## config.mk

```make
export PLATFORM = sky130hd
export DESIGN_NAME = cse_queue
export DESIGN_NICKNAME = d
export VERILOG_FILES = /design/src/rtl/core/cse_pkg.sv /design/src/rtl/core/cse_queue.sv
export VERILOG_INCLUDE_DIRS = /design/src /design/src/rtl/core
export SDC_FILE = /design/constraint.sdc
export NUM_CORES = 1
export LEC_CHECK = 0
export ABC_CLOCK_PERIOD_IN_PS = 4620
export BUFFER_PORTS_ARGS = -buffer_cell sky130_fd_sc_hd__buf_2
export CORE_UTILIZATION = 51
export DETAILED_ROUTE_END_ITERATION = 7
export GPL_TIMING_DRIVEN = 1
export MAX_ROUTING_LAYER = met4
export PLACE_DENSITY = 0.81
export RECOVER_POWER = 100
export SYNTH_ARGS = -nofsm -noshare
export SYNTH_HDL_FRONTEND = slang
export SYNTH_SLANG_ARGS = --single-unit
```

## constraint.sdc

```tcl
create_clock -name i_clk -period 4.62 [get_ports i_clk]
set_input_delay 0.924 -clock i_clk [delete_from_list [all_inputs] [get_ports i_clk]]
set_output_delay 0.924 -clock i_clk [all_outputs]
set_load 0.01 [all_outputs]
```

## src/rtl/core/cosine_similarity_engine_defines.svh

```systemverilog
`ifndef COSINE_SIMILARITY_ENGINE_DEFINES_SVH
`define COSINE_SIMILARITY_ENGINE_DEFINES_SVH

// clocked check on i_clk, masked while i_rst_n is low
`define CSE_ASSERT(label, prop, msg) \
    label: assert property (@(posedge i_clk) disable iff (!i_rst_n) prop) else $error(msg);

// condition that must never be seen at a clock edge
`define CSE_NEVER(label, cond, msg) \
    `CSE_ASSERT(label, !(cond), msg)

`endif

```

## src/rtl/core/cse_pkg.sv

```systemverilog
`default_nettype none

package cse_pkg;

    localparam int SAMPLE_W = 16;
    localparam int PROD_W   = 2 * SAMPLE_W;
    localparam int ACC_W    = 48;
    localparam int SIM_W    = 16;

    typedef logic signed [SAMPLE_W-1:0] t_sample;
    typedef logic signed [SIM_W-1:0]    t_sim;

    // accumulator snapshot of one finished vector pair
    typedef struct packed {
        logic signed [ACC_W-1:0] dot;
        logic [ACC_W-1:0]        mag_a;
        logic [ACC_W-1:0]        mag_b;
    } t_acc_set;

    typedef struct packed {
        logic full;
        logic empty;
    } t_q_stat;

endpackage

`default_nettype wire

```

## src/rtl/core/cse_queue.sv

```systemverilog
`default_nettype none
`include "cosine_similarity_engine_defines.svh"

module cse_queue #(
    parameter int DEPTH = 4
) (
    input  logic              i_clk,
    input  logic              i_rst_n,
    input  logic              i_push,
    input  cse_pkg::t_acc_set i_entry,
    input  logic              i_pop,
    output cse_pkg::t_acc_set o_entry,
    output cse_pkg::t_q_stat  o_stat
);
    import cse_pkg::*;

    localparam int AW = (DEPTH > 1) ? $clog2(DEPTH) : 1;
    localparam int CW = $clog2(DEPTH + 1);

    t_acc_set        r_mem [DEPTH];
    logic [AW-1:0]   r_wr_ptr;
    logic [AW-1:0]   r_rd_ptr;
    logic [CW-1:0]   r_count;
    logic [CW-1:0]   n_count;

    function automatic logic [AW-1:0] next_ptr(input logic [AW-1:0] p);
        next_ptr = (p == AW'(DEPTH - 1)) ? '0 : p + 1'b1;
    endfunction

    always_comb begin
        case ({i_push, i_pop})
            2'b10:   n_count = r_count + 1'b1;
            2'b01:   n_count = r_count - 1'b1;
            default: n_count = r_count;
        endcase
        o_stat.full  = (r_count == CW'(DEPTH));
        o_stat.empty = (r_count == '0);
        o_entry      = r_mem[r_rd_ptr];
    end

    always_ff @(posedge i_clk) begin
        if (!i_rst_n) begin
            r_wr_ptr <= '0;
            r_rd_ptr <= '0;
            r_count  <= '0;
        end else begin
            r_count <= n_count;
            if (i_push) begin
                r_wr_ptr <= next_ptr(r_wr_ptr);
            end
            if (i_pop) begin
                r_rd_ptr <= next_ptr(r_rd_ptr);
            end
        end
    end

    always_ff @(posedge i_clk) begin
        if (i_push) begin
            r_mem[r_wr_ptr] <= i_entry;
        end
    end

    `CSE_NEVER(a_push_full, i_push && o_stat.full, "push into full queue")
    `CSE_NEVER(a_pop_empty, i_pop && o_stat.empty, "pop from empty queue")
    `CSE_ASSERT(a_count_up, (i_push && !i_pop) |=> (r_count == $past(r_count) + 1'b1), "count lost a push")

endmodule

`default_nettype wire

```

==> metrics.txt <==
fin nets 1,296; H-tree depth 2; Power Density 467 nW/um^2; vias per cell 5.54; WL final 41,200 um; CTS tree yes; non-filler cells, final 1,731; Commonest cells post-synth edfxtp_1 (576), mux4_2 (144), buf_2 (16); clk_lat worst skew 0.59 ns; final setup TNS 0 ns; gr ovfl total 0; post-DP HPWL 24,100 um; minimum clock period 3.94 ns; Post-synth EDFFs 576; max incr delay on CP 1.26 ns; status complete, but fails checks; Critical Path AT 3.02 ns; max-slew violations 302; ys flop type edfxtp_1; Relative slew margins -110%; sequential share of the synthesized area 82.4%; width of the die 206 um; maximum clock path buffer count 3; Final period util 85.3%; hold_buf cts 0; CP Cell Sequence buf_4 > mux4_2 > clkbuf_1; placed cell count 1,613; postcts setup bufs 0; Post-DRT Antenna Nets 0; Flop pwr share 52.7%; global-route wire length before repair 60,100 um; CTS Root Cell clkbuf_16; reg2reg path depth 4; final setup fails 0; Synth Register Bits 585; Worst Setup Start Kind flop; worst clock skew 0.0114 ns; post-synth top area cell edfxtp_1; Hold Violations, Final 0; Filler Cell Count 2,915; WS Path Type reg2out; DRC 0; final instance area 25,000 um^2; Fin Hold WS 0.511 ns; Buf+Inv Stages, Crit Path 2; Placer Congestion 0.739; Initial Utilization 51.8%; CP required 3.70 ns; core area 40,900 um^2; vias in the first global route 10,200; I/O pins 294; Worst path top cell family by delay flip-flops; utilization after layout 61.0%; DR iter-0 viols 551; Pleak 7.71 nW; Max Freq 254 MHz; Logic pwr share 7.4%; Post-Synthesis Cells 799; synthesized cell area 21,200 um^2; P&R area growth vs syn 17.7%; post-place setup slack 1.51 ns; CTS sink count 585; GRT Total Usage 20.0%; TritonCTS Buffers 58; Clock transition at path regs 0.06 ns; crit path capture type primary output; PortBufs 293; Psw 2.50 mW; Slowest-stage cell, CP dfxtp_2; Die Footprint 42,400 um^2; CP max FO 48; CTS resizes 0; Int Pwr 9.15 mW; Yosys top cell area share 81.6%; Min-Delay Path Class reg2reg; post-placement cell area 23,400 um^2; largest net degree at the start of global routing 75; Clk pwr share 39.9%; layout cells sized above 1 22.2%; unrepaired setup endpoints after global routing no; Mapped Nets 954; WL per Instance 23.8 um; first drt pass iteration count 4; Worst-Margin Slew 3.16 ns; ys async rst share 0%; synth unique cells 24; Switching Fraction 21.5%; initial antenna violation count 8; count leader, synth edfxtp_1; Site Rows 74; Yosys Warn Count 0; DR vias 9,590; setup ws final 0.681 ns; Tot Pwr 11.7 mW; syn avg cell area 26.5 um^2; VDD IR max 333 uV; Crit. path cell count 3; Hold Crit Depth 2; failing checks capacitance limit, slew limit; max cap viols 7; Die Ht 206 um; synth top area cells edfxtp_1 (82%), mux4_2 (15%), dfxtp_1 (0.85%), buf_6 (0.42%), buf_2 (0.38%)
-- worst paths after layout --
check / endpoint / slack [ns] / from
worst min-delay path: r_count[2]$_SDFFE_PN0P_ / 0.51 / r_count[2]$_SDFFE_PN0P_
worst min register to register: r_count[2]$_SDFFE_PN0P_ / 0.51 / r_count[2]$_SDFFE_PN0P_
worst max register to register: r_mem[2][116]$_DFFE_PP_ / 0.85 / r_wr_ptr[0]$_SDFFE_PN0P_
worst max-delay path: o_entry[74] / 0.68 / flop
-- per-layer routing --
| metal | up-vias | share of wire [%] | global-route usage (%) |
|---|---|---|---|
| li1 | 4170 | - | - |
| met1 | 5010 | 40 | 25.0 |
| met2 | 353 | 50 | 31.9 |
| met3 | 57 | 8.3 | 5.58 |
| met4 | 0 | 1.9 | 6.49 |
| met5 | - | 0 | - |
-- power groups by stage --
stage / Combinational [mW] / Sequential (mW) / Clock, mW
6_report: 0.858 / 6.14 / 4.65
5_1_grt: 0.929 / 6.16 / 4.92
4_1_cts: 0.932 / 6.14 / 4.75
3_5_place_dp: 0.922 / 6.25 / 0
3_3_place_gp: 0.904 / 6.24 / 0
2_1_floorplan: 0.540 / 6.21 / 0
-- cell families after synthesis --
| group | count (synthesis) | share of synthesized area, % |
|---|---|---|
| and+or+nand+nor | 16 | 0.466 |
| AOI/OAI and AO/OA | 5 | 0.142 |
| xor gates and xnor gates | 2 | 0.0826 |
| buffers and inverters | 38 | 1.05 |
| DFF | 585 | 82.4 |
| muxes | 146 | 15.4 |
| adders and majority gates | 7 | 0.448 |
-- worst reg2reg max path: cells and delay by family (launching register included) --
family | cells | cell delay [ns]
DFF | 1 | 0.35
adders and majority gates | 1 | 0.14
and+or+nand+nor | 1 | 2.28
buffers and inverters | 2 | 0.67
-- cells in the final DEF (no fill, tap or decap), drive strengths merged, types with 2 or more instances in the layout --
| master | netlist | routed |
|---|---|---|
| and2 | 6 | 6 |
| buf | 27 | 26 |
| bufinv | 0 | 5 |
| clkbuf | 5 | 362 |
| clkinv | 0 | 25 |
| clkinvlp | 0 | 3 |
| dfxtp | 9 | 9 |
| diode | 0 | 8 |
| edfxtp | 576 | 576 |
| ha | 6 | 6 |
| inv | 6 | 9 |
| mux2i | 2 | 2 |
| mux4 | 144 | 144 |
| nor2b | 4 | 4 |
| nor3b | 2 | 2 |
| o21ai | 2 | 2 |
-- area by class of cell --
cell class,instances,area (um^2),share of cell area (%)
clock inverters,36,322,1.29
clock buffers,74,1600,6.39
multi-input cells,176,3510,14.1
diodes,8,20.0,0.0802
flip-flops and latches,585,17500,70.1
repair buffers,314,1340,5.37
well taps,532,666,2.67
inverters,6,22.5,0.0903
-- flip-flops by register name, summed over array words and instances, names as in the netlist, named ones only --
name and count:
r_rd_ptr 2, r_mem 576, r_count 3, r_wr_ptr 2
(Power assumes the default switching activity.)
