[src/rtl/core/cosine_similarity_engine_defines.svh]
`ifndef COSINE_SIMILARITY_ENGINE_DEFINES_SVH
`define COSINE_SIMILARITY_ENGINE_DEFINES_SVH

// clocked check on i_clk, masked while i_rst_n is low
`define CSE_ASSERT(label, prop, msg) \
    label: assert property (@(posedge i_clk) disable iff (!i_rst_n) prop) else $error(msg);

// condition that must never be seen at a clock edge
`define CSE_NEVER(label, cond, msg) \
    `CSE_ASSERT(label, !(cond), msg)

`endif

[src/rtl/core/cse_pkg.sv]
`default_nettype none

package cse_pkg;

    localparam int SAMPLE_W = 16;
    localparam int PROD_W   = 2 * SAMPLE_W;
    localparam int ACC_W    = 48;
    localparam int SIM_W    = 16;

    typedef logic signed [SAMPLE_W-1:0] t_sample;
    typedef logic signed [SIM_W-1:0]    t_sim;

    // accumulator snapshot of one finished vector pair
    typedef struct packed {
        logic signed [ACC_W-1:0] dot;
        logic [ACC_W-1:0]        mag_a;
        logic [ACC_W-1:0]        mag_b;
    } t_acc_set;

    typedef struct packed {
        logic full;
        logic empty;
    } t_q_stat;

endpackage

`default_nettype wire

[src/rtl/core/cse_in_if.sv]
`default_nettype none

interface cse_in_if;
    import cse_pkg::*;

    logic    valid;
    logic    ready;
    t_sample elem_a;
    t_sample elem_b;
    logic    is_last;

    modport source (output valid, output elem_a, output elem_b, output is_last, input ready);
    modport sink   (input valid, input elem_a, input elem_b, input is_last, output ready);
endinterface

`default_nettype wire

[src/rtl/core/cse_front.sv]
`default_nettype none

module cse_front (
    input  logic              i_clk,
    input  logic              i_rst_n,
    cse_in_if.sink            i_pair,
    input  cse_pkg::t_q_stat  i_stat,
    output logic              o_push,
    output cse_pkg::t_acc_set o_entry
);
    import cse_pkg::*;

    logic signed [PROD_W-1:0] r_p_ab;
    logic signed [PROD_W-1:0] r_p_aa;
    logic signed [PROD_W-1:0] r_p_bb;
    logic                     r_p_last;
    logic                     r_p_vld;
    logic                     n_p_vld;
    logic signed [ACC_W-1:0]  r_dot;
    logic signed [ACC_W-1:0]  n_dot;
    logic signed [ACC_W-1:0]  r_mag_a;
    logic signed [ACC_W-1:0]  n_mag_a;
    logic signed [ACC_W-1:0]  r_mag_b;
    logic signed [ACC_W-1:0]  n_mag_b;
    logic signed [ACC_W-1:0]  w_dot_sum;
    logic signed [ACC_W-1:0]  w_a_sum;
    logic signed [ACC_W-1:0]  w_b_sum;
    logic signed [PROD_W-1:0] w_ab;
    logic signed [PROD_W-1:0] w_aa;
    logic signed [PROD_W-1:0] w_bb;
    logic                     w_stall;
    logic                     w_accept;
    logic                     w_adv;

    // saturating add at the accumulator limits
    function automatic logic signed [ACC_W-1:0] sat_add(
        input logic signed [ACC_W-1:0]  acc,
        input logic signed [PROD_W-1:0] p
    );
        logic signed [ACC_W:0] s;
        s = {acc[ACC_W-1], acc} + {{(ACC_W+1-PROD_W){p[PROD_W-1]}}, p};
        if (s[ACC_W] != s[ACC_W-1]) begin
            sat_add = s[ACC_W] ? {1'b1, {(ACC_W-1){1'b0}}} : {1'b0, {(ACC_W-1){1'b1}}};
        end else begin
            sat_add = s[ACC_W-1:0];
        end
    endfunction

    always_comb begin
        w_ab = i_pair.elem_a * i_pair.elem_b;
        w_aa = i_pair.elem_a * i_pair.elem_a;
        w_bb = i_pair.elem_b * i_pair.elem_b;

        // a last pair waits in the product stage while the queue is full
        w_stall      = r_p_vld && r_p_last && i_stat.full;
        i_pair.ready = !w_stall;
        w_accept     = i_pair.valid && !w_stall;
        w_adv        = r_p_vld && !w_stall;

        w_dot_sum = sat_add(r_dot, r_p_ab);
        w_a_sum   = sat_add(r_mag_a, r_p_aa);
        w_b_sum   = sat_add(r_mag_b, r_p_bb);

        n_dot   = r_dot;
        n_mag_a = r_mag_a;
        n_mag_b = r_mag_b;
        if (w_adv) begin
            if (r_p_last) begin
                n_dot   = '0;
                n_mag_a = '0;
                n_mag_b = '0;
            end else begin
                n_dot   = w_dot_sum;
                n_mag_a = w_a_sum;
                n_mag_b = w_b_sum;
            end
        end

        if (w_accept) begin
            n_p_vld = 1'b1;
        end else if (w_adv) begin
            n_p_vld = 1'b0;
        end else begin
            n_p_vld = r_p_vld;
        end

        o_push        = w_adv && r_p_last;
        o_entry.dot   = w_dot_sum;
        o_entry.mag_a = w_a_sum;
        o_entry.mag_b = w_b_sum;
    end

    always_ff @(posedge i_clk) begin
        if (!i_rst_n) begin
            r_p_vld <= 1'b0;
            r_dot   <= '0;
            r_mag_a <= '0;
            r_mag_b <= '0;
        end else begin
            r_p_vld <= n_p_vld;
            r_dot   <= n_dot;
            r_mag_a <= n_mag_a;
            r_mag_b <= n_mag_b;
        end
    end

    always_ff @(posedge i_clk) begin
        if (w_accept) begin
            r_p_ab   <= w_ab;
            r_p_aa   <= w_aa;
            r_p_bb   <= w_bb;
            r_p_last <= i_pair.is_last;
        end
    end

endmodule

`default_nettype wire

[src/flat_wrapper.sv]
// flat-port wrapper written by rule: the top's interface ports become plain ports
module cse_front_flat import cse_pkg::*;
  (i_clk, i_rst_n, i_stat, o_push, o_entry, i_pair_valid, i_pair_elem_a, i_pair_elem_b, i_pair_is_last, i_pair_ready);
  cse_in_if i_pair_i ();
  input  logic i_clk;
  input  logic i_rst_n;
  input  cse_pkg::t_q_stat i_stat;
  output logic o_push;
  output cse_pkg::t_acc_set o_entry;
  input wire logic [$bits(i_pair_i.valid)-1:0] i_pair_valid;
  input wire logic [$bits(i_pair_i.elem_a)-1:0] i_pair_elem_a;
  input wire logic [$bits(i_pair_i.elem_b)-1:0] i_pair_elem_b;
  input wire logic [$bits(i_pair_i.is_last)-1:0] i_pair_is_last;
  output wire logic [$bits(i_pair_i.ready)-1:0] i_pair_ready;
  assign i_pair_i.valid = i_pair_valid;
  assign i_pair_i.elem_a = i_pair_elem_a;
  assign i_pair_i.elem_b = i_pair_elem_b;
  assign i_pair_i.is_last = i_pair_is_last;
  assign i_pair_ready = i_pair_i.ready;
  cse_front u_core (.i_clk(i_clk), .i_rst_n(i_rst_n), .i_pair(i_pair_i), .i_stat(i_stat), .o_push(o_push), .o_entry(o_entry));
endmodule
[config.mk]
export PLATFORM = sky130hd
export DESIGN_NAME = cse_front_flat
export DESIGN_NICKNAME = d
export VERILOG_FILES = /design/src/rtl/core/cosine_similarity_engine_defines.svh /design/src/rtl/core/cse_pkg.sv /design/src/rtl/core/cse_in_if.sv /design/src/rtl/core/cse_front.sv /design/src/flat_wrapper.sv
export SDC_FILE = /design/constraint.sdc
export NUM_CORES = 2
export LEC_CHECK = 0
export ABC_AREA = 1
export BUFFER_PORTS_ARGS = -buffer_cell sky130_fd_sc_hd__buf_4
export CAP_MARGIN = 20
export CORE_AREA = 2 2 378 380
export CTS_CLUSTER_DIAMETER = 60
export DETAILED_ROUTE_END_ITERATION = 10
export DIE_AREA = 0 0 380 382
export GPL_TIMING_DRIVEN = 0
export MAX_ROUTING_LAYER = met4
export SLEW_MARGIN = 15
export SYNTH_ARGS = -nofsm -noshare
export SYNTH_HDL_FRONTEND = slang
export SYNTH_SLANG_ARGS = --single-unit
export TNS_END_PERCENT = 10
[constraint.sdc]
create_clock -name i_clk -period 6.76 [get_ports i_clk]
set_input_delay 1.014 -clock i_clk [delete_from_list [all_inputs] [get_ports i_clk]]
set_output_delay 1.014 -clock i_clk [all_outputs]
set_load 0.02 [all_outputs]
==> summary.md <==
| Metric | Value |
|---|---|
| Residual DRC | `0` |
| Slew @ Worst Pin | `between 1 and 1.5 ns` |
| Kind of start point of the critical path | `input port` |
| Hold WS | `0.470 ns` |
| Mapped Cells | `between 6,000 and 7,000` |
| Post-synth top area share | `approximately 30%` |
| I/O Buffers | `174` |
| # IOs | `184` |
| DRT iter0 DRCs | `approximately 3,100` |
| Crit path DAT | `7.02 ns` |
| Setup violators final | `0` |
| Worst path required time | `7.11 ns` |
| Avg Inst Size Synth | `7.33 um^2` |
| Via density | `4.85` |
| Cts-stage hold buffer count | `0` |
| FILL cells | `15,000` |
| Endpoints failing hold | `0` |
| Gpl congestion | `1.00` |
| Endpoint type of the worst setup path | `flop` |
| Hold Path Origin | `u_core.r_mag_b[8]$_SDFFE_PN0P_` |
| Part of the Yosys area used for sequential elements | `between 10% and 20%` |
| Fin cells | `8,837` |
| GRT Util Overall | `about a quarter` |
| Final worst slack | `0.0853 ns` |
| Tmin final | `6.67 ns` |
| Crit-path max FO | `11` |
| Clock Sinks | `240` |
| Seq cells post-synth | `240` |
| Cell taking the most area after synthesis | `fa_1` |
| Core Region | `roughly 140,000 um^2` |
| Synthesis warning total | `0` |
| Reg clk slew, reported paths | `0.06 ns` |
| Placed Cells | `around 9,000` |
| Starting density of the core | `a little over a third` |
| Pre-CTS setup slack | `-1.86 ns` |
| Initial antenna violation count | `7` |
| Core Util, Final | `between 30% and 40%` |
| Worst-Skew Late Latency | `0.63 ns` |
| CTS tree | `built` |
| Worst slew margin | `30.9%` |
| TritonCTS Buffers | `31` |
| Largest net degree at the start of global routing | `60` |
| RSZ-0062 raised after global routing | `yes` |
| Netlist cell types | `51` |
| Post-Route Skew | `0.0210 ns` |
| Largest cells by area after synthesis | `fa_1 30%, nand2_1 14%, inv_1 12%` |
| Synth Net Count | `7,886` |
| Period utilization | `approximately 99%` |
| Cell area after synthesis | `roughly 49,000 um^2` |
| Share of post-route cells with drive strength above 1 | `under 10%` |
| GR Overflow Total | `0` |
| DP HPWL | `141,000 um` |
| Vias in the first global route | `43,200` |
| Final Slew Violations | `0` |
| Antenna viol nets, final | `0` |
| DR pass1 iterations | `8` |
| CP Class | `in2reg` |
| Hold WC Path Type | `reg2reg` |
| Max Cap Viol | `0` |
| Total Die Area | `about 150,000 um^2` |
| CP startpoint | `i_pair_elem_a[8]` |
| First-pass GRT wire length | `253,000 um` |
| Chip width | `380 um` |
| Reg-to-reg startpoint | `u_core.r_p_aa[31]$_DFFE_PP_` |
| Nets | `8,096` |
| Fmax | `0.150 GHz` |
| Area growth from synthesis to layout | `10.6%` |
| Clk buf depth | `3` |
| Clk Tree Root Cell | `clkbuf_16` |
| Via Count | `42,900` |
| FP Rows | `approximately 140` |
| H-tree depth | `1` |
| Status | `completed` |
| Average wire per standard cell | `18.8 um` |
| Die H | `382 um` |
| Final WL | `166,000 um` |
==> worst paths after layout <==
path | end | slack (ns) | cells past startpoint
worst max-delay path | u_core.r_p_ab[29]$_DFFE_PP_ | 0.09 | 23
worst min-delay path | u_core.r_mag_b[8]$_SDFFE_PN0P_ | 0.47 | 2
worst max register to register | u_core.r_mag_a[38]$_SDFFE_PN0P_ | 3.02 | 15
worst min register to register | u_core.r_mag_b[8]$_SDFFE_PN0P_ | 0.47 | 2
==> critical path, cell delays in order <==
cell      delay [ns]
buf_4           0.12
clkbuf_1        0.36
buf_4           0.35
nand2_1         0.11
fa_1            0.49
inv_1           0.06
fa_1            0.49
fa_1            0.55
fa_1            0.44
fa_1            0.49
inv_1           0.05
fa_1            0.48
inv_1           0.05
ha_1            0.37
a21oi_1         0.26
o21ai_0         0.19
a21oi_1         0.28
o211ai_1        0.14
buf_4           0.18
nand3_1         0.08
nand2_1         0.11
a21oi_2         0.20
xnor2_2         0.12
==> layout by cell type (no fill, tap or decap), types with 23 or more instances in the layout <==
master	netlist	layout
a21oi_1	410	408
buf_2	24	32
buf_4	5	188
clkbuf_1	137	42
clkbuf_16	0	33
clkbuf_2	0	52
clkbuf_4	0	23
dfxtp_1	145	145
edfxtp_1	95	95
fa_1	730	725
ha_1	411	411
inv_1	1599	1598
nand2_1	1809	1807
nand2_2	113	115
nand3_1	142	142
nand4_1	66	66
nor2_1	358	357
nor3_1	43	42
o21ai_0	112	109
o21ai_2	35	36
o21bai_1	64	64
xnor2_1	120	119
xor2_1	110	107
==> cell families (layout without fill, tap and decap cells) <==
logic type	count (synthesis)	in the layout	synth area share, %
DFF	240	240	11.7
other	0	5	0
AOI/OAI and AO/OA	703	703	8.29
xor gates and xnor gates	230	230	4.10
buffers and inverters	1802	2037	14.1
adders and majority gates	1141	1141	40.2
and+or+nand+nor	2591	2591	21.7
==> registers in the layout (all words and copies together), names as in the netlist <==
register         cells
u_core.r_dot        48
u_core.r_mag_a      48
u_core.r_mag_b      48
u_core.r_p_ab       32
u_core.r_p_aa       31
u_core.r_p_bb       31
u_core.r_p_last      1
u_core.r_p_vld       1
==> per-layer routing <==
metal | GRT usage [%] | share of wire (%) | wire length, um | vias to the layer above
met2 | 36.5 | 45 | 74700 | 1341
met5 | - | 0 | 0 | -
met4 | 7.33 | 3.4 | 5620 | 0
met3 | 3.09 | 6.4 | 10600 | 230
li1 | - | - | - | 20600
met1 | 31.6 | 45 | 75300 | 20700
==> stage by stage <==
stage | area (um^2) | TNS [ns]
after floorplan | 49200 | 0
after global placement | 52900 | -51.61
after detailed placement | 52900 | -52.91
after CTS | 54200 | -0.0251
after global routing | 54400 | -0.199
final | 54400 | 0
==> timing repair <==
item	in CTS	in global routing
cloned	0	0
endpoints found under the setup margin	39	29
gates resized for setup	90	142
pin swaps	3	1
buffers inserted	4	1
==> synth_stat cells, drive strengths merged <==
cell and count:
dfxtp 145, or2 7, clkbuf 137, nand3b 2, o21ai 153, ha 411
a21o 13, nor2 385, nor3 44, nand4 66, nor3b 2, clkinv 1
fa 730, a221oi 2, a211oi 3, o211ai 5, o21bai 64, nor4 9
a31o 4, o2111ai 4, o31ai 1, and3b 2, o21a 9, o221ai 1
nand2 1926, a31oi 10, xnor2 120, inv 1617, a21oi 425, xor2 110
or4 1, buf 47, a21boi 9, nand3 147, edfxtp 95
==> layout make-up <==
class / instances / area (um^2) / area share, %
Antenna cell: 5 / 12.5 / 0.0230
Buffer: 179 / 1070 / 1.96
Clock buffer: 34 / 830 / 1.53
Clock inverter: 24 / 284 / 0.522
Inverter: 1618 / 6080 / 11.2
Multi-Input combinational cell: 4665 / 36600 / 67.3
Sequential cell: 240 / 5760 / 10.6
Tap cell: 1890 / 2360 / 4.35
Timing Repair Buffer: 182 / 1410 / 2.59
Power is not shown: default switching activity piles up to over one toggle a cycle in this logic, so the estimate is an artifact.
