===== src/rtl/core/cosine_similarity_engine_defines.svh =====
`ifndef COSINE_SIMILARITY_ENGINE_DEFINES_SVH
`define COSINE_SIMILARITY_ENGINE_DEFINES_SVH

// clocked check on i_clk, masked while i_rst_n is low
`define CSE_ASSERT(label, prop, msg) \
    label: assert property (@(posedge i_clk) disable iff (!i_rst_n) prop) else $error(msg);

// condition that must never be seen at a clock edge
`define CSE_NEVER(label, cond, msg) \
    `CSE_ASSERT(label, !(cond), msg)

`endif


===== src/rtl/core/cse_pkg.sv =====
`default_nettype none

package cse_pkg;

    localparam int SAMPLE_W = 16;
    localparam int PROD_W   = 2 * SAMPLE_W;
    localparam int ACC_W    = 48;
    localparam int SIM_W    = 16;

    typedef logic signed [SAMPLE_W-1:0] t_sample;
    typedef logic signed [SIM_W-1:0]    t_sim;

    // accumulator snapshot of one finished vector pair
    typedef struct packed {
        logic signed [ACC_W-1:0] dot;
        logic [ACC_W-1:0]        mag_a;
        logic [ACC_W-1:0]        mag_b;
    } t_acc_set;

    typedef struct packed {
        logic full;
        logic empty;
    } t_q_stat;

endpackage

`default_nettype wire


===== src/rtl/core/cse_out_if.sv =====
`default_nettype none

interface cse_out_if;
    import cse_pkg::*;

    logic valid;
    logic ready;
    t_sim similarity;
    logic degenerate;

    modport source (output valid, output similarity, output degenerate, input ready);
    modport sink   (input valid, input similarity, input degenerate, output ready);
endinterface

`default_nettype wire


===== src/rtl/core/cse_back.sv =====
`default_nettype none
`include "cosine_similarity_engine_defines.svh"

module cse_back (
    input  logic              i_clk,
    input  logic              i_rst_n,
    input  cse_pkg::t_acc_set i_entry,
    input  cse_pkg::t_q_stat  i_stat,
    output logic              o_pop,
    cse_out_if.source         o_result
);
    import cse_pkg::*;

    localparam int HALF_W = ACC_W / 2;
    localparam int WIDE_W = 2 * ACC_W;
    localparam int QUO_W  = 2 * (SIM_W - 1);
    localparam int ROOT_W = QUO_W + 1;
    localparam int ONE_W  = QUO_W - 1;
    localparam int CNT_W  = 5;

    localparam logic [CNT_W-1:0]  MUL_STEPS = CNT_W'(8);
    localparam logic [CNT_W-1:0]  DIV_LAST  = CNT_W'(QUO_W - 1);
    localparam logic [ONE_W-1:0]  ONE_INIT  = {1'b1, {(ONE_W-1){1'b0}}};
    localparam logic [ONE_W-1:0]  ONE_LAST  = ONE_W'(1);
    localparam logic [ROOT_W-1:0] Q_FULL    = ROOT_W'(1) << (SIM_W - 1);
    localparam logic [SIM_W-1:0]  SIM_MAX   = {1'b0, {(SIM_W-1){1'b1}}};

    localparam logic [2:0] S_IDLE = 3'd0;
    localparam logic [2:0] S_MUL  = 3'd1;
    localparam logic [2:0] S_CMP  = 3'd2;
    localparam logic [2:0] S_DIV  = 3'd3;
    localparam logic [2:0] S_ROOT = 3'd4;
    localparam logic [2:0] S_DONE = 3'd5;

    logic [2:0]        r_state,   n_state;
    logic [CNT_W-1:0]  r_cnt,     n_cnt;
    logic [ACC_W-1:0]  r_dot_abs, n_dot_abs;
    logic              r_neg,     n_neg;
    logic              r_dgn,     n_dgn;
    logic [ACC_W-1:0]  r_ma,      n_ma;
    logic [ACC_W-1:0]  r_mb,      n_mb;
    logic [ACC_W-1:0]  r_pp,      n_pp;
    logic [2:0]        r_pp_step, n_pp_step;
    logic              r_pp_vld,  n_pp_vld;
    logic [WIDE_W-1:0] r_sq,      n_sq;
    logic [WIDE_W-1:0] r_prod,    n_prod;
    logic [WIDE_W-1:0] r_rem,     n_rem;
    logic [QUO_W-1:0]  r_quo,     n_quo;
    logic [ROOT_W-1:0] r_res,     n_res;
    logic [ONE_W-1:0]  r_one,     n_one;
    logic              r_out_vld, n_out_vld;
    logic [SIM_W-1:0]  r_out_sim, n_out_sim;
    logic              r_out_dgn, n_out_dgn;

    logic [2:0]        w_step;
    logic [ACC_W-1:0]  w_x_src;
    logic [ACC_W-1:0]  w_y_src;
    logic [HALF_W-1:0] w_x;
    logic [HALF_W-1:0] w_y;
    logic [ACC_W-1:0]  w_pp;
    logic [WIDE_W-1:0] w_pp_wide;
    logic [WIDE_W-1:0] w_pp_sh;
    logic [WIDE_W-1:0] w_rem2;
    logic [ROOT_W-1:0] w_op;
    logic [ROOT_W-1:0] w_trial;
    logic [SIM_W-1:0]  w_q;
    logic              w_slot;
    logic              w_degen;

    always_comb begin
        // shared 24x24 multiplier: four squares-of-dot pieces, then four ma*mb pieces
        w_step  = r_cnt[2:0];
        w_x_src = w_step[2] ? r_ma : r_dot_abs;
        w_y_src = w_step[2] ? r_mb : r_dot_abs;
        w_x     = w_step[1] ? w_x_src[ACC_W-1:HALF_W] : w_x_src[HALF_W-1:0];
        w_y     = w_step[0] ? w_y_src[ACC_W-1:HALF_W] : w_y_src[HALF_W-1:0];
        w_pp    = w_x * w_y;

        w_pp_wide = {{(WIDE_W-ACC_W){1'b0}}, r_pp};
        case (r_pp_step[1:0])
            2'b00:   w_pp_sh = w_pp_wide;
            2'b11:   w_pp_sh = w_pp_wide << (2 * HALF_W);
            default: w_pp_sh = w_pp_wide << HALF_W;
        endcase

        w_rem2  = {r_rem[WIDE_W-2:0], 1'b0};
        w_op    = {1'b0, r_quo};
        w_trial = r_res + ROOT_W'(r_one);
        w_q     = r_res[SIM_W-1:0];
        w_slot  = !r_out_vld || o_result.ready;
        w_degen = (i_entry.mag_a == '0) || (i_entry.mag_b == '0);

        n_state   = r_state;
        n_cnt     = r_cnt;
        n_dot_abs = r_dot_abs;
        n_neg     = r_neg;
        n_dgn     = r_dgn;
        n_ma      = r_ma;
        n_mb      = r_mb;
        n_pp      = r_pp;
        n_pp_step = r_pp_step;
        n_pp_vld  = 1'b0;
        n_sq      = r_sq;
        n_prod    = r_prod;
        n_rem     = r_rem;
        n_quo     = r_quo;
        n_res     = r_res;
        n_one     = r_one;
        n_out_vld = r_out_vld && !o_result.ready;
        n_out_sim = r_out_sim;
        n_out_dgn = r_out_dgn;
        o_pop     = 1'b0;

        case (r_state)
            S_IDLE: begin
                if (!i_stat.empty) begin
                    o_pop     = 1'b1;
                    n_neg     = i_entry.dot[ACC_W-1];
                    n_dot_abs = i_entry.dot[ACC_W-1] ? ACC_W'(-i_entry.dot) : i_entry.dot;
                    n_ma      = i_entry.mag_a;
                    n_mb      = i_entry.mag_b;
                    n_dgn     = w_degen;
                    n_sq      = '0;
                    n_prod    = '0;
                    n_cnt     = '0;
                    n_res     = '0;
                    n_state   = w_degen ? S_DONE : S_MUL;
                end
            end
            S_MUL: begin
                if (r_cnt != MUL_STEPS) begin
                    n_pp      = w_pp;
                    n_pp_step = w_step;
                    n_pp_vld  = 1'b1;
                    n_cnt     = r_cnt + 1'b1;
                end else begin
                    n_state = S_CMP;
                end
                if (r_pp_vld) begin
                    if (r_pp_step[2]) begin
                        n_prod = r_prod + w_pp_sh;
                    end else begin
                        n_sq = r_sq + w_pp_sh;
                    end
                end
            end
            S_CMP: begin
                // dot^2 >= ma*mb means the quotient reaches one
                if (r_sq >= r_prod) begin
                    n_res   = Q_FULL;
                    n_state = S_DONE;
                end else begin
                    n_rem   = r_sq;
                    n_quo   = '0;
                    n_cnt   = '0;
                    n_res   = '0;
                    n_one   = ONE_INIT;
                    n_state = S_DIV;
                end
            end
            S_DIV: begin
                // one fraction bit of dot^2 / (ma*mb) per cycle
                if (w_rem2 >= r_prod) begin
                    n_rem = w_rem2 - r_prod;
                    n_quo = {r_quo[QUO_W-2:0], 1'b1};
                end else begin
                    n_rem = w_rem2;
                    n_quo = {r_quo[QUO_W-2:0], 1'b0};
                end
                n_cnt = r_cnt + 1'b1;
                if (r_cnt == DIV_LAST) begin
                    n_state = S_ROOT;
                end
            end
            S_ROOT: begin
                // bitwise integer square root, one result bit per cycle
                if (w_op >= w_trial) begin
                    n_quo = QUO_W'(w_op - w_trial);
                    n_res = (r_res >> 1) + ROOT_W'(r_one);
                end else begin
                    n_res = r_res >> 1;
                end
                n_one = r_one >> 2;
                if (r_one == ONE_LAST) begin
                    n_state = S_DONE;
                end
            end
            S_DONE: begin
                if (w_slot) begin
                    n_out_vld = 1'b1;
                    n_out_dgn = r_dgn;
                    if (r_neg) begin
                        n_out_sim = -w_q;
                    end else if (w_q == Q_FULL[SIM_W-1:0]) begin
                        n_out_sim = SIM_MAX;
                    end else begin
                        n_out_sim = w_q;
                    end
                    n_state = S_IDLE;
                end
            end
            default: begin
                n_state = S_IDLE;
            end
        endcase

        o_result.valid      = r_out_vld;
        o_result.similarity = r_out_sim;
        o_result.degenerate = r_out_dgn;
    end

    always_ff @(posedge i_clk) begin
        if (!i_rst_n) begin
            r_state   <= S_IDLE;
            r_pp_vld  <= 1'b0;
            r_out_vld <= 1'b0;
        end else begin
            r_state   <= n_state;
            r_pp_vld  <= n_pp_vld;
            r_out_vld <= n_out_vld;
        end
    end

    always_ff @(posedge i_clk) begin
        r_cnt     <= n_cnt;
        r_dot_abs <= n_dot_abs;
        r_neg     <= n_neg;
        r_dgn     <= n_dgn;
        r_ma      <= n_ma;
        r_mb      <= n_mb;
        r_pp      <= n_pp;
        r_pp_step <= n_pp_step;
        r_sq      <= n_sq;
        r_prod    <= n_prod;
        r_rem     <= n_rem;
        r_quo     <= n_quo;
        r_res     <= n_res;
        r_one     <= n_one;
        r_out_sim <= n_out_sim;
        r_out_dgn <= n_out_dgn;
    end

    `CSE_ASSERT(a_div_rem, (r_state == S_DIV) |-> (r_rem < r_prod), "remainder not below divisor")
    `CSE_ASSERT(a_root_one, (r_state == S_ROOT) |-> $onehot(r_one), "root weight not one-hot")
    `CSE_ASSERT(a_pop_busy, o_pop |=> (r_state != S_IDLE), "pop did not start work")
    `CSE_ASSERT(a_dgn_zero, (o_result.valid && o_result.degenerate) |-> (o_result.similarity == '0), "degenerate item not zero")

endmodule

`default_nettype wire


===== src/flat_wrapper.sv =====
// flat-port wrapper written by rule: the top's interface ports become plain ports
module cse_back_flat import cse_pkg::*;
  (i_clk, i_rst_n, i_entry, i_stat, o_pop, o_result_valid, o_result_similarity, o_result_degenerate, o_result_ready);
  cse_out_if o_result_i ();
  input  logic i_clk;
  input  logic i_rst_n;
  input  cse_pkg::t_acc_set i_entry;
  input  cse_pkg::t_q_stat i_stat;
  output logic o_pop;
  output wire logic [$bits(o_result_i.valid)-1:0] o_result_valid;
  output wire logic [$bits(o_result_i.similarity)-1:0] o_result_similarity;
  output wire logic [$bits(o_result_i.degenerate)-1:0] o_result_degenerate;
  input wire logic [$bits(o_result_i.ready)-1:0] o_result_ready;
  assign o_result_valid = o_result_i.valid;
  assign o_result_similarity = o_result_i.similarity;
  assign o_result_degenerate = o_result_i.degenerate;
  assign o_result_i.ready = o_result_ready;
  cse_back u_core (.i_clk(i_clk), .i_rst_n(i_rst_n), .i_entry(i_entry), .i_stat(i_stat), .o_pop(o_pop), .o_result(o_result_i));
endmodule

===== config.mk =====
export PLATFORM = sky130hd
export DESIGN_NAME = cse_back_flat
export DESIGN_NICKNAME = d
export VERILOG_FILES = /design/src/rtl/core/cse_pkg.sv /design/src/rtl/core/cse_out_if.sv /design/src/rtl/core/cse_back.sv /design/src/flat_wrapper.sv
export VERILOG_INCLUDE_DIRS = /design/src /design/src/rtl/core
export SDC_FILE = /design/constraint.sdc
export NUM_CORES = 2
export LEC_CHECK = 0
export ABC_AREA = 1
export BUFFER_PORTS_ARGS = -buffer_cell sky130_fd_sc_hd__buf_2
export CAP_MARGIN = 20
export CORE_ASPECT_RATIO = 1.5
export CORE_MARGIN = 3
export CORE_UTILIZATION = 40
export CTS_CLUSTER_DIAMETER = 50
export DETAILED_ROUTE_END_ITERATION = 16
export SYNTH_ARGS = -nofsm -noshare
export SYNTH_HDL_FRONTEND = slang
export SYNTH_SLANG_ARGS = --single-unit

===== constraint.sdc =====
create_clock -name i_clk -period 14.4 [get_ports i_clk]
set_input_delay 2.16 -clock i_clk [delete_from_list [all_inputs] [get_ports i_clk]]
set_output_delay 2.16 -clock i_clk [all_outputs]
set_load 0.02 [all_outputs]

==> impl_metrics.csv <==
group,metric,value,unit
logic_synthesis,synthesis.nets,12100,
cts,postCtsSetupRepairBufs,0,
global_route,grt_remaining_overflow,0,
die,io_pins,168,
route,avgViaCountPerCell,5.69,
cells_and_area,finalNetCount,12300,
cts,cts-root-buf,"clkbuf_16",
cts,ctsHoldBuffers,0,
sta,fin_crit_sh,0.706,
cells_and_area,drive_gt1_frac,0.0491,
die,die_w,361,um
cts,cts_resized,0,
logic_synthesis,synth-main-ff-cell,"edfxtp_1",
critical_path,cp_max_fo,64,
cells_and_area,multiInputGateArea,49800,um^2
critical_path,crit_top_cell,"fa_1",
cells_and_area,stdcell_area,82800,um^2
sta,tightest_slew,1.24,ns
placement,post-dp-hpwl,336,mm
critical_path,startpoint_type,"flip-flop",
sta,fin_setup_tns,0,ns
route,vias,77200,
cts,htree_levels,3,
cells_and_area,final_cell_mix,"2632 x nand2_1, 1937 x inv_1, 1438 x nor2_1",
die,row_count,194,
global_route,antenna_found_initial,24,
placement,numPortBuffers,166,
route,drtIter0Drc,5931,
logic_synthesis,netlist_area,75600,um^2
logic_synthesis,syn_inst,10900,
cts,cts_tree,"done",
sta,fin_crit,10.17,ns
die,core_area,187000,um^2
placement,placed_area,79300,um^2
cts,clk_latency,0.78,ns
job,maxCapViolations,0,
critical_path,r2r_slack,4.23,ns
route,drcViolationCount,0,
critical_path,cpPeakStageDelay,0.72,ns
global_route,grt_max_degree,77,
sta,slew_headroom,0.167,
cts,clock_path_buffers,3,
placement,dp_cells,13400,
critical_path,cp_data_arrival_time,10.65,ns
critical_path,crit_slowest_cell,"o21ai_0",
sta,max_freq,98.3,MHz
global_route,grt_pass1_wl,557,mm
cts,cts_made_buffers,92,
cells_and_area,final_common_cell,"nand2_1",
sta,hold_violations,0,
cts,clk_pin_slew_worst_paths,0.06,ns
logic_synthesis,ys_types,61,
global_route,track_usage,0.407,
cells_and_area,instances_no_fill,13600,
logic_synthesis,yosysSeqAreaShare,0.233,
cells_and_area,syn_to_final_growth,9.52,%
logic_synthesis,synth_seq_cells,587,
logic_synthesis,synth_area_per_cell,6.94,um^2
route,wl_per_cell,29.6,um
cells_and_area,fill_cells,19800,
cells_and_area,seqCellArea,17600,um^2
global_route,grt_pass1_vias,78900,
critical_path,endpoint_kind,"flip-flop",
logic_synthesis,synth_edf_count,582,
sta,rsz0062_at_grt,"no",
sta,setup_viol,0,
critical_path,crit_required,14.87,ns
route,final_antenna_net_count,0,
die,start_util,0.404,
logic_synthesis,ys_async_sr_fraction,0,
route,routed_wl,402,mm
critical_path,path_class,"reg -> reg",
sta,finalClockSkew,0.0750,ns
sta,maxSlewViolCount,0,
cts,numClockSinks,587,
die,die_area,194000,um^2
route,dr.pass1.iters,6,
min_path,hold_class,"reg -> reg",
die,die_y,538,um
logic_synthesis,yosysWarnings,0,
placement,gp_congestion,1.13,
outcome,status,"finished, final reports clean",
-- state kept, by name (all words and copies together) (netlist names) --
name and cells:
u_core.o_result.degenerate 1, u_core.o_result.similarity 16, u_core.o_result.valid 1, u_core.r_cnt 5
u_core.r_dgn 1, u_core.r_dot_abs 48, u_core.r_ma 48, u_core.r_mb 48
u_core.r_neg 1, u_core.r_one 15, u_core.r_pp 48, u_core.r_pp_step 3
u_core.r_pp_vld 1, u_core.r_prod 96, u_core.r_quo 30, u_core.r_rem 95
u_core.r_res 31, u_core.r_sq 96, u_core.r_state 3
-- synth_stat cells, types with 5 or more instances --
| library cell | instances | area [um^2] |
|---|---|---|
| nand4_1 | 164 | 1030 |
| o211ai_1 | 13 | 97.6 |
| nor3_1 | 110 | 551 |
| nand2_1 | 2635 | 9890 |
| o21a_1 | 42 | 315 |
| nand3b_1 | 23 | 173 |
| o21ai_0 | 600 | 3000 |
| xnor2_1 | 95 | 832 |
| a211oi_1 | 6 | 45.0 |
| buf_4 | 10 | 75.1 |
| a21o_1 | 57 | 428 |
| o21ai_2 | 6 | 52.6 |
| or2_2 | 9 | 56.3 |
| dfxtp_1 | 5 | 100 |
| a221oi_1 | 25 | 219 |
| nor2_4 | 8 | 90.1 |
| nor4_1 | 65 | 407 |
| nand3_1 | 442 | 2210 |
| and2_1 | 10 | 62.6 |
| clkbuf_1 | 147 | 552 |
| fa_1 | 486 | 9730 |
| nor2_2 | 16 | 100 |
| ha_1 | 625 | 7820 |
| inv_1 | 1937 | 7270 |
| o22ai_1 | 54 | 338 |
| buf_2 | 47 | 235 |
| nand2_2 | 13 | 81.3 |
| xor2_1 | 88 | 771 |
| o21bai_1 | 92 | 691 |
| nor2_1 | 1442 | 5410 |
| inv_2 | 15 | 56.3 |
| and3_1 | 7 | 43.8 |
| edfxtp_1 | 582 | 17500 |
| a21boi_0 | 28 | 210 |
| a31oi_1 | 42 | 263 |
| buf_1 | 19 | 71.3 |
| clkinv_1 | 12 | 45.0 |
| buf_6 | 8 | 90.1 |
| o21ai_1 | 36 | 180 |
| a21oi_1 | 826 | 4130 |
-- worst max-delay path, delay by kind of cell, from the launching register on --
| family | cells | cell delay, ns |
|---|---|---|
| adders and majority gates | 8 | 4.17 |
| buffers and inverters | 8 | 2.14 |
| DFF | 1 | 0.71 |
| and+or+nand+nor | 7 | 0.82 |
| AOI/OAI and AO/OA | 5 | 2.00 |
-- final timing paths --
path	cells after the start	from	endpoint
min reg2reg	0	u_core.r_dgn	u_core.o_result.degenerate
max reg2reg	28	u_core.r_cnt[2]	u_core.r_pp[40]
max	28	u_core.r_cnt[2]	u_core.r_pp[40]
min	0	u_core.r_dgn	u_core.o_result.degenerate
-- cell families after synthesis --
family                     share of synthesized area
AOI/OAI and AO/OA                              0.135
and+or+nand+nor                                0.268
buffers and inverters                          0.111
DFF                                            0.233
adders and majority gates                      0.232
xor gates and xnor gates                      0.0212
-- per-stage QoR --
stage,utilization,hold WS [ns],setup slack [ns]
after CTS,0.442,0.441,4.35
after global placement,0.424,0.403,4.46
after detailed placement,0.425,0.425,4.41
after global routing,0.443,0.445,3.87
after floorplan,-,0.400,1.16
final,0.443,0.436,4.23
-- area by class of cell --
| cell class | instances | share of cell area |
|---|---|---|
| Tap cell | 2450 | 0.0370 |
| Timing Repair Buffer | 270 | 0.0198 |
| Clock buffer | 97 | 0.0283 |
| Inverter | 1964 | 0.0891 |
| Antenna cell | 23 | 0.000695 |
| Sequential cell | 587 | 0.212 |
| Multi-Input combinational cell | 8101 | 0.601 |
| Clock inverter | 74 | 0.0112 |
-- layer usage --
metal	global-route usage	up-vias	wire (um)
met2	0.727	3406	201000
met3	0.0725	1472	23100
li1	-	35500	-
met1	0.357	36800	119000
met5	0	-	53
met4	0.476	8	59000
Power is left out: the tool's default activity adds up to more than one toggle a clock period on the data nets, which glitch-free logic cannot reach.
